**src/rtl/swa_pkg.sv**
```systemverilog
// ============================================================================
// swa_pkg
// Shared types and constants for the spike-rejecting window average filter.
// ============================================================================
package swa_pkg;

    localparam int DATA_W    = 16;
    localparam int SPIKE_W   = 8;
    localparam int CH_W      = 2;
    localparam int ENABLE_W  = 2;
    localparam int CFG_IDX_W = 2;
    localparam int DIV_STEPS = DATA_W;
    localparam int STEP_W    = $clog2(DIV_STEPS);

    localparam logic [SPIKE_W-1:0] SPIKE_MAX  = '1;
    localparam logic [DATA_W-1:0]  READ_FAIL  = '1;

    // Configuration register indexes
    localparam logic [CFG_IDX_W-1:0] CFG_SPIKE_RANGE = 2'd0;
    localparam logic [CFG_IDX_W-1:0] CFG_SPIKE_LIMIT = 2'd1;
    localparam logic [CFG_IDX_W-1:0] CFG_CH_ENABLE   = 2'd2;

    // Configuration reset values
    localparam logic [DATA_W-1:0]   RANGE_RST  = 16'd100;
    localparam logic [SPIKE_W-1:0]  LIMIT_RST  = 8'd3;
    localparam logic [ENABLE_W-1:0] ENABLE_RST = 2'b11;

    // Sequencer states
    typedef enum logic [4:0] {
        S_IDLE   = 5'b00001,
        S_DECIDE = 5'b00010,
        S_READ   = 5'b00100,
        S_DIV    = 5'b01000,
        S_OUT    = 5'b10000
    } state_t;

endpackage

```
**src/rtl/spike_rejecting_window_average.sv**
```systemverilog
// Sequence: a sample that enters the window passes through decide, RAM read, the
// 16-step divider and output load; any other item goes from decide to output load.
// A new item is taken only in idle, once the last result is in the output register.
// Reset: async active low; clears fill counts, spike counts, sums, averages and
// config (range 100, limit 3, enable 3). The sample RAM is not cleared.
// ============================================================================
// spike_rejecting_window_average
// Per-channel moving average with spike rejection. Samples live in a RAM as a
// circular buffer per channel; a running sum mod 2^16 is divided by the fill
// count in a shared serial divider.
// ============================================================================
module spike_rejecting_window_average
    import swa_pkg::*;
#(
    parameter int CHANNELS = 2,
    parameter int WINDOW   = 5
) (
    input  logic                 clk,
    input  logic                 rst_n,
    // configuration
    input  logic                 cfg_valid,
    output logic                 cfg_ready,
    input  logic [CFG_IDX_W-1:0] cfg_index,
    input  logic [DATA_W-1:0]    cfg_data,
    // input channel
    input  logic                 in_valid,
    output logic                 in_ready,
    input  logic [CH_W-1:0]      channel,
    input  logic [DATA_W-1:0]    sample_mv,
    input  logic                 read_ok,
    // output channel
    output logic                 out_valid,
    input  logic                 out_ready,
    output logic [DATA_W-1:0]    average,
    output logic                 accepted,
    output logic [SPIKE_W-1:0]   spike_run
);

    localparam int DEPTH = CHANNELS * WINDOW;
    localparam int AW    = $clog2(DEPTH);
    localparam int FW    = $clog2(WINDOW + 1);
    localparam int PW    = $clog2(WINDOW);
    localparam int CI_W  = (CHANNELS > 1) ? $clog2(CHANNELS) : 1;

    state_t state_reg, state_next;

    // Configuration
    logic [DATA_W-1:0]   range_reg;
    logic [SPIKE_W-1:0]  limit_reg;
    logic [ENABLE_W-1:0] enable_reg;

    // Per-channel state
    logic [FW-1:0]      fill_reg   [CHANNELS];
    logic [PW-1:0]      wp_reg     [CHANNELS];
    logic [SPIKE_W-1:0] spike_reg  [CHANNELS];
    logic [DATA_W-1:0]  avg_reg    [CHANNELS];
    logic [DATA_W-1:0]  sum_reg    [CHANNELS];
    logic [DATA_W-1:0]  newest_reg [CHANNELS];

    // Captured transaction
    logic [CH_W-1:0]   ch_reg;
    logic [DATA_W-1:0] smp_reg;
    logic              ok_reg;
    logic              full_reg;

    // Pending result and output register
    logic [DATA_W-1:0]  res_avg_reg;
    logic               res_acc_reg;
    logic [SPIKE_W-1:0] res_run_reg;
    logic               out_valid_reg;
    logic [DATA_W-1:0]  out_avg_reg;
    logic               out_acc_reg;
    logic [SPIKE_W-1:0] out_run_reg;

    // Decision signals
    logic [CI_W-1:0]    ci;
    logic               bad_ch;
    logic               ch_en;
    logic               full;
    logic [DATA_W:0]    hi_bound;
    logic [DATA_W:0]    smp_plus;
    logic               in_rng;
    logic [SPIKE_W-1:0] spike_inc;
    logic               acc;
    logic [SPIKE_W-1:0] spike_new;

    // Update signals
    logic [AW-1:0]     ram_addr;
    logic [DATA_W-1:0] ram_rdata;
    logic              ram_we;
    logic [DATA_W-1:0] sum_new;
    logic [FW-1:0]     fill_new;
    logic [PW-1:0]     wp_new;
    logic              div_start;
    logic              div_done;
    logic [DATA_W-1:0] div_q;

    logic in_fire;
    logic out_fire;
    logic out_load;

    assign in_ready  = (state_reg == S_IDLE);
    assign in_fire   = in_valid && in_ready;
    assign cfg_ready = 1'b1;
    assign out_fire  = out_valid_reg && out_ready;
    assign out_load  = (state_reg == S_OUT) && (!out_valid_reg || out_ready);

    assign out_valid = out_valid_reg;
    assign average   = out_avg_reg;
    assign accepted  = out_acc_reg;
    assign spike_run = out_run_reg;

    // Spike decision for the captured sample
    always_comb
    begin
        ci        = ch_reg[CI_W-1:0];
        bad_ch    = ({1'b0, ch_reg} >= (CH_W + 1)'(CHANNELS));
        ch_en     = ch_reg[1] ? 1'b1 : enable_reg[ch_reg[0]];
        full      = (fill_reg[ci] == FW'(WINDOW));
        hi_bound  = {1'b0, newest_reg[ci]} + {1'b0, range_reg};
        smp_plus  = {1'b0, smp_reg} + {1'b0, range_reg};
        in_rng    = !full || (({1'b0, smp_reg} <= hi_bound)
                              && (smp_plus >= {1'b0, newest_reg[ci]}));
        spike_inc = (spike_reg[ci] == SPIKE_MAX) ? SPIKE_MAX : spike_reg[ci] + 1'b1;
        acc       = in_rng || (spike_inc >= limit_reg);
        spike_new = acc ? '0 : spike_inc;
    end

    // Window update: slot at write pointer is the oldest once full
    always_comb
    begin
        ram_addr  = AW'(AW'(ci) * AW'(WINDOW)) + AW'(wp_reg[ci]);
        sum_new   = sum_reg[ci] + smp_reg - (full_reg ? ram_rdata : '0);
        fill_new  = full_reg ? fill_reg[ci] : fill_reg[ci] + 1'b1;
        wp_new    = (wp_reg[ci] == PW'(WINDOW - 1)) ? '0 : wp_reg[ci] + 1'b1;
        ram_we    = (state_reg == S_READ);
        div_start = (state_reg == S_READ);
    end

    // Sequencer
    always_comb
    begin
        state_next = state_reg;
        case (state_reg)
            S_IDLE:
            begin
                if (in_fire)
                begin
                    state_next = S_DECIDE;
                end
            end
            S_DECIDE:
            begin
                if (!bad_ch && ch_en && ok_reg && acc)
                begin
                    state_next = S_READ;
                end
                else
                begin
                    state_next = S_OUT;
                end
            end
            S_READ:
            begin
                state_next = S_DIV;
            end
            S_DIV:
            begin
                if (div_done)
                begin
                    state_next = S_OUT;
                end
            end
            S_OUT:
            begin
                if (out_load)
                begin
                    state_next = S_IDLE;
                end
            end
            default:
            begin
                state_next = S_IDLE;
            end
        endcase
    end

    always_ff @(posedge clk or negedge rst_n)
    begin
        if (!rst_n)
        begin
            state_reg <= S_IDLE;
        end
        else
        begin
            state_reg <= state_next;
        end
    end

    // Configuration writes
    always_ff @(posedge clk or negedge rst_n)
    begin
        if (!rst_n)
        begin
            range_reg  <= RANGE_RST;
            limit_reg  <= LIMIT_RST;
            enable_reg <= ENABLE_RST;
        end
        else if (cfg_valid && cfg_ready)
        begin
            case (cfg_index)
                CFG_SPIKE_RANGE: range_reg  <= cfg_data;
                CFG_SPIKE_LIMIT: limit_reg  <= cfg_data[SPIKE_W-1:0];
                CFG_CH_ENABLE:   enable_reg <= cfg_data[ENABLE_W-1:0];
                default:         ;
            endcase
        end
    end

    // Per-channel filter state
    always_ff @(posedge clk or negedge rst_n)
    begin
        if (!rst_n)
        begin
            for (int i = 0; i < CHANNELS; i++)
            begin
                fill_reg[i]  <= '0;
                wp_reg[i]    <= '0;
                spike_reg[i] <= '0;
                avg_reg[i]   <= '0;
                sum_reg[i]   <= '0;
            end
        end
        else
        begin
            if ((state_reg == S_DECIDE) && !bad_ch && ch_en && ok_reg)
            begin
                spike_reg[ci] <= spike_new;
            end
            if (state_reg == S_READ)
            begin
                sum_reg[ci]  <= sum_new;
                fill_reg[ci] <= fill_new;
                wp_reg[ci]   <= wp_new;
            end
            if ((state_reg == S_DIV) && div_done)
            begin
                avg_reg[ci] <= div_q;
            end
        end
    end

    // Newest sample per channel, read only once the window is full
    always_ff @(posedge clk)
    begin
        if (state_reg == S_READ)
        begin
            newest_reg[ci] <= smp_reg;
        end
    end

    // Captured transaction and pending result
    always_ff @(posedge clk)
    begin
        if (in_fire)
        begin
            ch_reg  <= channel;
            smp_reg <= sample_mv;
            ok_reg  <= read_ok;
        end
        if (state_reg == S_DECIDE)
        begin
            full_reg <= full;
            if (bad_ch)
            begin
                res_avg_reg <= '0;
                res_acc_reg <= 1'b0;
                res_run_reg <= '0;
            end
            else if (!ch_en)
            begin
                res_avg_reg <= avg_reg[ci];
                res_acc_reg <= 1'b0;
                res_run_reg <= spike_reg[ci];
            end
            else if (!ok_reg)
            begin
                res_avg_reg <= READ_FAIL;
                res_acc_reg <= 1'b0;
                res_run_reg <= spike_reg[ci];
            end
            else
            begin
                res_avg_reg <= avg_reg[ci];
                res_acc_reg <= acc;
                res_run_reg <= spike_new;
            end
        end
        if ((state_reg == S_DIV) && div_done)
        begin
            res_avg_reg <= div_q;
        end
    end

    // Output register
    always_ff @(posedge clk or negedge rst_n)
    begin
        if (!rst_n)
        begin
            out_valid_reg <= 1'b0;
        end
        else if (out_load)
        begin
            out_valid_reg <= 1'b1;
        end
        else if (out_fire)
        begin
            out_valid_reg <= 1'b0;
        end
    end

    always_ff @(posedge clk)
    begin
        if (out_load)
        begin
            out_avg_reg <= res_avg_reg;
            out_acc_reg <= res_acc_reg;
            out_run_reg <= res_run_reg;
        end
    end

    // Sample storage
    swa_ram #(
        .WIDTH (DATA_W),
        .DEPTH (DEPTH)
    ) u_ram (
        .clk   (clk),
        .we    (ram_we),
        .waddr (ram_addr),
        .wdata (smp_reg),
        .raddr (ram_addr),
        .rdata (ram_rdata)
    );

    // Average = sum / fill count
    swa_div #(
        .DW (FW)
    ) u_div (
        .clk      (clk),
        .rst_n    (rst_n),
        .start    (div_start),
        .dividend (sum_new),
        .divisor  (fill_new),
        .done     (div_done),
        .quotient (div_q)
    );

endmodule

```
**src/rtl/swa_ram.sv**
```systemverilog
// ============================================================================
// swa_ram
// Generic single-clock RAM, one write port, one read port, registered read.
// ============================================================================
module swa_ram #(
    parameter int WIDTH = 16,
    parameter int DEPTH = 10
) (
    input  logic                     clk,
    input  logic                     we,
    input  logic [$clog2(DEPTH)-1:0] waddr,
    input  logic [WIDTH-1:0]         wdata,
    input  logic [$clog2(DEPTH)-1:0] raddr,
    output logic [WIDTH-1:0]         rdata
);

    logic [WIDTH-1:0] mem [DEPTH];
    logic [WIDTH-1:0] rdata_reg;

    // Write port
    always_ff @(posedge clk)
    begin
        if (we)
        begin
            mem[waddr] <= wdata;
        end
    end

    // Registered read port
    always_ff @(posedge clk)
    begin
        rdata_reg <= mem[raddr];
    end

    assign rdata = rdata_reg;

endmodule

```
**src/rtl/swa_div.sv**
```systemverilog
// ============================================================================
// swa_div
// Restoring divider: 16-bit dividend by a small divisor, one bit per cycle.
// ============================================================================
module swa_div
    import swa_pkg::*;
#(
    parameter int DW = 3
) (
    input  logic              clk,
    input  logic              rst_n,
    input  logic              start,
    input  logic [DATA_W-1:0] dividend,
    input  logic [DW-1:0]     divisor,
    output logic              done,
    output logic [DATA_W-1:0] quotient
);

    logic              busy_reg, busy_next;
    logic [STEP_W-1:0] step_reg, step_next;
    logic [DW:0]       rem_reg, rem_next;
    logic [DATA_W-1:0] quo_reg, quo_next;
    logic [DW-1:0]     dvs_reg, dvs_next;
    logic [DW:0]       trial;
    logic              qbit;
    logic [DW:0]       rem_step;

    // One trial subtraction per cycle
    always_comb
    begin
        trial    = {rem_reg[DW-1:0], quo_reg[DATA_W-1]};
        qbit     = (trial >= {1'b0, dvs_reg});
        rem_step = qbit ? (trial - {1'b0, dvs_reg}) : trial;
    end

    assign done     = busy_reg && (step_reg == STEP_W'(DIV_STEPS - 1));
    assign quotient = {quo_reg[DATA_W-2:0], qbit};

    // Next-state logic
    always_comb
    begin
        busy_next = busy_reg;
        step_next = step_reg;
        rem_next  = rem_reg;
        quo_next  = quo_reg;
        dvs_next  = dvs_reg;
        if (start)
        begin
            busy_next = 1'b1;
            step_next = '0;
            rem_next  = '0;
            quo_next  = dividend;
            dvs_next  = divisor;
        end
        else if (busy_reg)
        begin
            rem_next  = rem_step;
            quo_next  = {quo_reg[DATA_W-2:0], qbit};
            step_next = step_reg + 1'b1;
            if (done)
            begin
                busy_next = 1'b0;
            end
        end
    end

    // Control registers
    always_ff @(posedge clk or negedge rst_n)
    begin
        if (!rst_n)
        begin
            busy_reg <= 1'b0;
            step_reg <= '0;
        end
        else
        begin
            busy_reg <= busy_next;
            step_reg <= step_next;
        end
    end

    // Datapath registers
    always_ff @(posedge clk)
    begin
        rem_reg <= rem_next;
        quo_reg <= quo_next;
        dvs_reg <= dvs_next;
    end

endmodule
```
**config.mk**
```make
export PLATFORM = sky130hd
export DESIGN_NAME = spike_rejecting_window_average
export DESIGN_NICKNAME = d
export VERILOG_FILES = /design/src/rtl/swa_pkg.sv /design/src/rtl/spike_rejecting_window_average.sv /design/src/rtl/swa_ram.sv /design/src/rtl/swa_div.sv
export SDC_FILE = /design/constraint.sdc
export NUM_CORES = 1
export LEC_CHECK = 0
export ABC_AREA = 1
export BUFFER_PORTS_ARGS = -buffer_cell sky130_fd_sc_hd__buf_2
export CORE_ASPECT_RATIO = 0.8
export CORE_MARGIN = 8
export CORE_UTILIZATION = 60
export CTS_BUF_LIST = sky130_fd_sc_hd__clkbuf_4 sky130_fd_sc_hd__clkbuf_8
export CTS_CLUSTER_SIZE = 14
export DETAILED_ROUTE_END_ITERATION = 10
export HOLD_SLACK_MARGIN = 0.08
export PLACE_DENSITY = 0.85
export SLEW_MARGIN = 15
export SYNTH_ARGS = -nofsm -noshare
export SYNTH_HDL_FRONTEND = slang
export SYNTH_SLANG_ARGS = --single-unit
```
**constraint.sdc**
```tcl
create_clock -name clk -period 10.9 [get_ports clk]
set_input_delay 0.545 -clock clk [delete_from_list [all_inputs] [get_ports clk]]
set_output_delay 0.545 -clock clk [all_outputs]
set_load 0.03 [all_outputs]
```
==> impl_metrics.ini, run 1 <==
[layout]
regMostFlops = u_ram.mem
drive_gt1_frac = 0.1289
design_area_mm2 = 0.02243
num-fill-cells = 2346
final_common_cell = nand2_1
final_cell_mix = nand2_1 (429), edfxtp_1 (281), inv_1 (216), o21ai_0 (165), dfrtp_1 (121)
final_nets = 2178
largest_reg_flops = 160
syn_to_final_growth_pct = 10.95
n_antenna_cell = 0

[clock_tree]
post_cts_buffers = 0
cts_tree = yes
root_buffer = clkbuf_8
cts_max_level = 3
clock_sinks = 430
clk_pin_slew_ns = 0.06
numCtsBuffers = 67
ctsResizeCount = 0
cts.path.max_buffers = 3
ctsHoldBuffers = 0
insertion_delay_ns = 0.60

[floorplanning]
coreArea_mm2 = 0.03341
die_width_um = 221.2
std_cell_rows = 60
die_area_mm2 = 0.03986
die_h_um = 180.2
ioPinCount = 70
start_util = 0.6052

[place]
io_buffers = 68
dpl.hpwl_um = 30820
gp_congestion = 0.8983
dpl_cell_area_mm2 = 0.02110
dp_slack_ns = 6.105

[setup_path]
crit_buf_inv = 3
slowest_stage = dfxtp_1
cp.arrival_ns = 5.23
crit_type = flop to flop
worst_ep_required_time_ns = 11.24
crit_family = compound AO/OA/AOI/OAI gates
cp_max_fo = 31
worst_setup_path_end_kind = flop
critPathLaunchType = flop
max_stage_delay_ns = 0.91
path_common_cell = nand2_1

[sta]
period_share = 0.4479
skew_ns = 0.02588
setup_viol = 0
tns_ns = 0
tightest_slew_ns = 1.037
slew_viol_final = 0
timing.final.ws_setup_ns = 6.018
period_needed_ns = 4.882
fmax_ghz = 0.2049
slew_headroom = 0.3082
rsz0062_at_grt = false
finalHoldViolations = 0
finalHoldWorstSlack_ns = 0.1220

[yosys]
synth_edf_count = 281
ys_ff_latch = 430
synthesis.nets = 2070
syn_area_mm2 = 0.02022
postSynthAreaPerCell_um2 = 10.57
synth_seq_area_share = 0.5974
synth_cell_type_count = 51
syn_inst = 1912
synth-main-ff-cell = edfxtp_1
async_flop_share = 0.3000
yosys_warnings = 0

[global_routing]
globalRouteOverflowTotal = 0
grt_max_degree = 84
grt_pass1_vias = 14980
grt_pass1_wl_um = 75330
antenna_found_initial = 0
grt_usage = 0.2300

[drt]
first_pass_iters = 5
drcViolationCount = 0
vias = 14500
wl_per_cell_um = 18.57
viasPerCell = 5.790
drtIter0Drc = 1313
antenna_left = 0
wl_um = 46520

[power_and_ir_drop]
power.density_mw_per_mm2 = 253.6
power_mw = 5.688
p_switching_mw = 2.208
p_seq_frac = 0.373
clkPwrFrac = 0.237
p_int_mw = 3.480
pwr-share-comb = 0.390
p_leak_nw = 9.711
ir_drop_v = 0.0001611
p_sw_frac = 0.3881

[outcome]
outcome = complete, no violations

[hold_path]
worstHoldStart = sample_mv[15]
hold_path.class = input port to flop

[run]
cap_viol_max_count = 0
==> synthesized netlist by cell type (4+ instances only) <==
| cell | number | area, um2 |
|---|---|---|
| clkbuf_1 | 37 | 138.9 |
| or2_2 | 4 | 25.02 |
| mux2_2 | 9 | 101.4 |
| dfstp_2 | 8 | 210.2 |
| nand3b_1 | 4 | 30.03 |
| ha_1 | 98 | 1226 |
| o211ai_1 | 8 | 60.06 |
| inv_2 | 8 | 30.03 |
| o21ai_1 | 22 | 110.1 |
| o21ai_0 | 165 | 825.8 |
| buf_2 | 19 | 95.09 |
| nor2_1 | 76 | 285.3 |
| a21oi_1 | 101 | 505.5 |
| dfxtp_1 | 20 | 400.4 |
| fa_1 | 18 | 360.4 |
| edfxtp_1 | 281 | 8438 |
| a31oi_1 | 4 | 25.02 |
| nand3_1 | 50 | 250.2 |
| inv_1 | 216 | 810.8 |
| o31ai_1 | 6 | 45.04 |
| dfrtp_1 | 121 | 3028 |
| o21a_1 | 4 | 30.03 |
| a22oi_1 | 28 | 210.2 |
| nand4_1 | 20 | 125.1 |
| nand2_2 | 4 | 25.02 |
| mux2i_1 | 14 | 140.1 |
| xor2_1 | 29 | 254.0 |
| a31o_2 | 9 | 78.83 |
| xnor2_1 | 20 | 175.2 |
| or2_1 | 4 | 25.02 |
| nand2_1 | 429 | 1610 |
| a21boi_0 | 20 | 150.1 |
| nor3_1 | 6 | 30.03 |
| o22ai_1 | 19 | 118.9 |
==> worst reg2reg max path, delay by kind of cell, from the launching register on <==
family          cells  cell delay, ns
fa+ha+maj           2            0.54
xor+xnor            1            0.13
compound gates      8            1.68
buf+inv             3            0.20
simple gates       11            1.16
flops               1            0.91
==> cell type report <==
cell class                 count  area [um2]  share of cell area
inverter                     225       844.6             0.03765
tap                          434       543.0             0.02421
timing repair buffer         102       604.3             0.02694
clock buffer                  97        1160             0.05171
sequential                   430       12080              0.5384
clock inverter                23       161.4            0.007195
multi-input combinational   1194        7042              0.3139
==> cell families after synthesis <==
logic type      Yosys count  synth area share
compound gates          401            0.1129
other cells               1         0.0001855
fa+ha+maj               116           0.07848
mux                      23           0.01194
buf+inv                 288           0.05576
flops                   430            0.5974
simple gates            604            0.1221
xor+xnor                 49           0.02123
==> power by group through the flow <==
stage | Combinational, mW | Clock, mW | Sequential, mW
after floorplan | 1.58 | 0 | 2.13
after global placement | 2.07 | 0 | 2.14
after global routing | 2.49 | 1.43 | 2.14
final | 2.22 | 1.35 | 2.12
after detailed placement | 2.17 | 0 | 2.15
after CTS | 2.20 | 1.36 | 2.12
==> metrics by stage <==
step                instances  utilization
global route             2505       0.6715
global placement         2384       0.6315
finish                   2505       0.6715
CTS                      2504       0.6710
detailed placement       2384       0.6315
floorplan                1912            -
==> final timing paths <==
kind	to	slack, ns	depth (start not counted)
max in group asynchronous	sum_reg[19]	9.16	3
min	smp_reg[15]	0.12	1
min reg2reg	average[3]	0.41	0
max	res_acc_reg	6.02	25
min in group asynchronous	spike_reg[15]	0.54	2
max reg2reg	res_acc_reg	6.02	25
==> layer usage <==
metal | vias to the layer above | global-route usage | wire, um
met5 | - | 0 | 0
met4 | 0 | 0.08129 | 1295
met3 | 113 | 0.03969 | 3260
met2 | 572 | 0.3982 | 22890
met1 | 7067 | 0.2896 | 19080
li1 | 6752 | - | -
Note: power is estimated with default switching activity, not from simulation.
==> run 2: changes to the inputs <==
--- a/config.mk
+++ b/config.mk
@@ -5,16 +5,16 @@
 export SDC_FILE = /design/constraint.sdc
 export NUM_CORES = 1
 export LEC_CHECK = 0
-export ABC_AREA = 1
+export ABC_AREA = 0
 export BUFFER_PORTS_ARGS = -buffer_cell sky130_fd_sc_hd__buf_2
 export CORE_ASPECT_RATIO = 0.8
 export CORE_MARGIN = 8
-export CORE_UTILIZATION = 60
+export CORE_UTILIZATION = 58
 export CTS_BUF_LIST = sky130_fd_sc_hd__clkbuf_4 sky130_fd_sc_hd__clkbuf_8
 export CTS_CLUSTER_SIZE = 14
 export DETAILED_ROUTE_END_ITERATION = 10
 export HOLD_SLACK_MARGIN = 0.08
-export PLACE_DENSITY = 0.85
+export PLACE_DENSITY = 0.86
 export SLEW_MARGIN = 15
 export SYNTH_ARGS = -nofsm -noshare
 export SYNTH_HDL_FRONTEND = slang
==> constraint.sdc (replaced) <==
create_clock -name clk -period 4.1 [get_ports clk]
set_input_delay 0.205 -clock clk [delete_from_list [all_inputs] [get_ports clk]]
set_output_delay 0.205 -clock clk [all_outputs]
set_load 0.03 [all_outputs]
==> run 2 against run 1 <==
The flow now finishes with violations (negative setup slack); count of clock-buffer cells in the layout shrank 3; clock power grew to 2.9 times the previous value; area after synthesis grew 1.9%; worst hold slack gained 0.071 ns; non-clock buffer count grew 106.
==> impl_metrics.ini, run 2 <==
[drt]
wl_um = 51000
drtIter0Drc = 1235
wl_per_cell_um = 22.17
drcViolationCount = 0
viasPerCell = 6.065
antenna_left = 0
vias = 13950
first_pass_iters = 5

[yosys]
async_flop_share = 0.3000
synth_xor_area_frac = 0.01993
yosys.area.top_type = edfxtp_1
synth_top_area_frac = 0.4098
yosys_warnings = 0
synth_cell_type_count = 75
synthAdderAreaFrac = 0.07704
ys_ff_latch = 430
synth_seq_area_share = 0.5865
syn_area_mm2 = 0.02059
synth-main-ff-cell = edfxtp_1
synthesis.nets = 1712
postSynthAreaPerCell_um2 = 13.25
synth-simple-area-share = 0.07692
synth_mux_area_frac = 0.1185
synth_top_family_by_area = multiplexers
synth_common_cells = edfxtp_1 (281), nand2_1 (128), dfrtp_1 (121), inv_1 (112), ha_1 (98)
syn_inst = 1554
netlist_top_cells_area = edfxtp_1 (41%), dfrtp_1 (15%), ha_1 (6.0%)
synth_edf_count = 281
synth_most_common_cell = edfxtp_1
synth_compound_area_frac = 0.08743

[sta]
slew_viol_final = 0
finalHoldViolations = 0
rsz0062_at_grt = true
period_share = 1.049
tightest_slew_ns = 1.023
tns_ns = -3.040
skew_ns = 0.04617
slew_headroom = 0.3159
setup_viol = 26
finalHoldWorstSlack_ns = 0.1928
period_needed_ns = 4.302
fmax_ghz = 0.2324
timing.final.ws_setup_ns = -0.2024

[setup_path]
r2r_end = res_run_reg[7]
worst_setup_path_end_kind = flop
critPathLaunchType = flop
slowest_stage = nor2_1
ff2ff_path_depth = 16
path_cells = buf_4 > buf_4 > nor2b_1 > a32oi_1 > nor2b_1 > nor2_1 > ha_1 > nand2b_1 > a21o_1 > a21oi_1 > o21ai_0 > a31oi_2 > o21ai_2 > buf_6 > buf_16 > o32ai_4
crit_type = flop to flop
max_stage_delay_ns = 0.54
crit_end = res_run_reg[7]
cp.arrival_ns = 4.76
worst_ep_required_time_ns = 4.56
crit_start = ch_reg[0]
cp_max_fo = 31
reg2reg_from = ch_reg[0]
rrSetupSlack_ns = -0.20

[global_routing]
antenna_found_initial = 0
globalRouteOverflowTotal = 0
grt_pass1_wl_um = 78120
grt_pass1_vias = 14200
grt_usage = 0.2395
grt_max_degree = 75

[clock_tree]
cts.path.max_buffers = 3
cts_max_level = 3
clk_pin_slew_ns = 0.07
insertion_delay_ns = 0.65
numCtsBuffers = 66
clock_sinks = 430
root_buffer = clkbuf_8
cts_tree = yes

[floorplanning]
die_width_um = 226.7
start_util = 0.5904
die_h_um = 184.5
std_cell_rows = 61
coreArea_mm2 = 0.03488
die_area_mm2 = 0.04183
ioPinCount = 70

[layout]
final_common_cell = edfxtp_1
multi_input_area_mm2 = 0.008509
postLayoutCoreUtil = 0.7075
regMostFlops = u_ram.mem
final_cell_mix = edfxtp_1 (281), nand2_1 (128), dfrtp_1 (121), inv_1 (110), ha_1 (87)
final_nets = 1932
syn_to_final_growth_pct = 19.83
design_area_mm2 = 0.02468
num-fill-cells = 2152
n_antenna_cell = 0
largest_reg_flops = 160
regArea_mm2 = 0.01208
drive_gt1_frac = 0.2801

[power_and_ir_drop]
ir_drop_v = 0.0003781
power.density_mw_per_mm2 = 588.4
power_mw = 14.52
p_leak_nw = 10.25

[place]
dpl.hpwl_um = 32130
dpl_cell_area_mm2 = 0.02202
gp_congestion = 0.9309
io_buffers = 68

[outcome]
outcome = complete, but fails checks
violations = negative setup slack

[hold_path]
hold_path.class = input port to async pin

[run]
cap_viol_max_count = 0
==> run 2: cell types whose count changed in the layout (fill, tap and decap cells not counted), sizes merged, moves of 41 or more <==
| cell | delta |
|---|---|
| nand3 | -41 |
| o21ai | -145 |
| nand2 | -304 |
| mux2i | +61 |
| dlygate4sd3 | +41 |
| inv | -113 |
| mux2 | +75 |
| buf | +65 |
==> run 2: power by group <==
part / total [mW] / switching, mW / leakage [nW] / internal (mW)
clock: 3.85 / 1.75 / 0.759 / 2.10
sequential: 5.44 / 0.292 / 4.45 / 5.15
combinational: 5.23 / 3.00 / 5.04 / 2.23
total: 14.5 / 5.04 / 10.2 / 9.48
==> run 2: worst max-delay path: cells and delay by family, from the launching register on <==
| family | cells | cell delay, ns |
|---|---|---|
| compound gates | 7 | 1.35 |
| flops | 1 | 0.50 |
| fa+ha+maj | 1 | 0.36 |
| buf+inv | 4 | 0.97 |
| simple gates | 4 | 0.93 |
==> run 2: cell families (layout without fill, tap and decap cells) <==
kind of cell               count (synthesis)  after routing
DFF                                      430            430
xor gates and xnor gates                  46             46
and+or+nand+nor                          328            328
muxes                                    192            192
AOI/OAI and AO/OA                        271            271
buffers and inverters                    170            444
other                                      1              1
adders and majority gates                116            116
==> run 2: routing by layer <==
layer,up-vias,GRT usage,share of wire
met5,-,0,0
met4,0,0.09466,0.036
met3,141,0.04574,0.078
met2,684,0.3842,0.48
met1,6948,0.3214,0.41
li1,6177,-,-
==> run 2: stage by stage <==
stage          instances  setup slack [ns]
6_report            2300           -0.2024
5_1_grt             2300           -0.3709
4_1_cts             2288          -0.07906
3_5_place_dp        2113           -0.2732
3_3_place_gp        2113          -0.03075
2_1_floorplan       1554           -0.4713
==> run 2: area by class of cell <==
type	count	share of cell area
clock buffers	94	0.04837
clock inverters	28	0.01014
inverters	114	0.01734
multi-input cells	954	0.3448
flip-flops and latches	430	0.4896
well taps	472	0.02393
repair buffers	208	0.06581
==> run 2: what timing repair did <==
action                                  in CTS  in global routing
endpoints found under the setup margin      28                 34
pin swaps                                    9                 18
hold endpoints to repair                   105                  0
hold buffers                                42                  0
gates cloned                                 2                  0
resized for setup                           61                 53
setup buffers                                9                 13
==> run 2: worst min-delay path by stage <==
stage                          endpoint  start
after floorplan              avg_reg[0]  rst_n
after global placement     range_reg[3]  rst_n
after detailed placement   range_reg[3]  rst_n
after CTS                  state_reg[4]  rst_n
after global routing      spike_reg[15]  rst_n
final                     spike_reg[15]  rst_n
==> run 3: changes to the inputs <==
==> constraint.sdc (replaced) <==
create_clock -name clk -period 4.1 [get_ports clk]
set_input_delay 0.41 -clock clk [delete_from_list [all_inputs] [get_ports clk]]
set_output_delay 0.41 -clock clk [all_outputs]
set_load 0.03 [all_outputs]
==> run 3 against run 2 <==
The flow still finishes with violations (negative setup slack); register-to-register slack worse by 0.09 ns; cell area is 0.58% lower; worst setup slack worse by 0.092 ns; largest power group unchanged; critical path type unchanged.
==> impl_metrics.ini, run 3 (synthesized netlist as in run 2, its figures left out) <==
[layout]
final_cell_mix = edfxtp_1 (281), nand2_1 (128), dfrtp_1 (121), inv_1 (110), buf_4 (88)
drive_gt1_frac = 0.2789
n_antenna_cell = 0
final_nets = 1919
final_cells = 2286
regMostFlops = u_ram.mem
syn_to_final_growth_pct = 19.13
largest_reg_flops = 160
final_common_cell = edfxtp_1

[setup_path]
cp_max_fo = 7
crit_start = smp_reg[7]
cp.arrival_ns = 4.81
ff2ff_path_depth = 17
worst_setup_path_end_kind = flop
reg2reg_from = smp_reg[7]
worst_ep_required_time_ns = 4.51
critPathLaunchType = flop
r2r_end = res_run_reg[0]
rrSetupSlack_ns = -0.29
crit_type = flop to flop

[sta]
period_share = 1.072
finalHoldWorstSlack_ns = 0.1021
finalHoldViolations = 0
rsz0062_at_grt = true
fmax_ghz = 0.2276
tns_ns = -5.955
tightest_slew_ns = 1.027
slew_headroom = 0.3131
slew_viol_final = 0
timing.final.ws_setup_ns = -0.2941
setup_viol = 27
period_needed_ns = 4.394
skew_ns = 0.03872

[power_and_ir_drop]
power_mw = 14.70
power.density_mw_per_mm2 = 599.3
p_leak_nw = 10.21
ir_drop_v = 0.0003093

[floorplanning]
coreArea_mm2 = 0.03488
die_area_mm2 = 0.04183
std_cell_rows = 61
die_width_um = 226.7
die_h_um = 184.5
ioPinCount = 70
start_util = 0.5904

[clock_tree]
root_buffer = clkbuf_8
clk_pin_slew_ns = 0.07
cts_tree = yes
insertion_delay_ns = 0.62
numCtsBuffers = 67
clock_sinks = 430
cts_max_level = 3
cts.path.max_buffers = 3

[drt]
wl_per_cell_um = 21.72
viasPerCell = 6.038
first_pass_iters = 5
antenna_left = 0
drtIter0Drc = 1215
wl_um = 49660
vias = 13800
drcViolationCount = 0

[place]
placedCellCount = 2115
gp_congestion = 0.9279
io_buffers = 68
dpl.hpwl_um = 32110

[global_routing]
globalRouteOverflowTotal = 0
antenna_found_initial = 0
grt_max_degree = 96
grt_pass1_wl_um = 77070
grt_pass1_vias = 14090
grt_usage = 0.2345

[outcome]
outcome = complete, but fails checks
violations = negative setup slack

[run]
cap_viol_max_count = 0

[hold_path]
holdPathStages = 3
min_to = out_valid
worstHoldStart = out_ready
hold_path.class = input port to flop
[run 3: through the flow]
step | util | setup WS, ns | instance area [um2]
floorplan | - | -0.4713 | 20660
global placement | 0.6318 | -0.04958 | 22040
detailed placement | 0.6318 | -0.2325 | 22040
CTS | 0.6943 | -0.04734 | 24220
global route | 0.7033 | -0.4163 | 24530
finish | 0.7033 | -0.2941 | 24530
[run 3: how the worst max path moves through the flow]
| stage | slack, ns | endpoint | cells past startpoint |
|---|---|---|---|
| 2_1_floorplan | -0.47 | u_ram.mem[8][0] | 11 |
| 3_3_place_gp | -0.05 | res_acc_reg | 19 |
| 3_5_place_dp | -0.23 | res_run_reg[1] | 19 |
| 4_1_cts | -0.05 | res_run_reg[1] | 19 |
| 5_1_grt | -0.42 | spike_reg[13] | 17 |
| 6_report | -0.29 | res_run_reg[0] | 17 |
[run 3: what timing repair did]
action                     4_1_cts  5_1_grt
gates resized for setup         52       47
hold endpoints to repair        59        0
pin swaps                       15       20
setup endpoints to repair       27       33
setup buffers                    9        8
hold buffers                    30        0
cloned                           2        0
[run 3: cell type report]
type / instances / area [um2]
clock buffers: 96 / 1209
clock inverters: 26 / 305.3
fillers: 2157 / 10350
repair buffers: 194 / 1474
well taps: 472 / 590.6
inverters: 114 / 427.9
flip-flops and latches: 430 / 12080
multi-input cells: 954 / 8446
[run 3: critical path, stage by stage (launching register included)]
cell and delay (ns):
edfxtp_1 0.44, ha_4 0.25, a2111o_1 0.44, nor2_1 0.16, o21ai_2 0.13, nand3_2 0.12
a31oi_4 0.11, o41ai_2 0.36, xnor2_1 0.14, ha_1 0.33, a211o_1 0.27, a221o_1 0.27
a311o_1 0.29, a211oi_2 0.28, o21ai_2 0.08, buf_6 0.17, buf_12 0.15, o32ai_1 0.21
[run 3: report_power, final]
group          internal, mW  total [mW]  leakage, nW  switching, mW
sequential             5.15        5.43         4.45          0.278
combinational          2.24        5.26         4.98           3.02
clock                  2.30        4.01        0.784           1.71
total                  9.69        14.7         10.2           5.01
[run 3: per-layer routing]
| metal | track usage | share of wire | wire length, um |
|---|---|---|---|
| met5 | 0 | 0 | 0 |
| met4 | 0.07790 | 0.029 | 1433 |
| met3 | 0.04050 | 0.075 | 3718 |
| met2 | 0.3810 | 0.48 | 23710 |
| met1 | 0.3191 | 0.42 | 20790 |
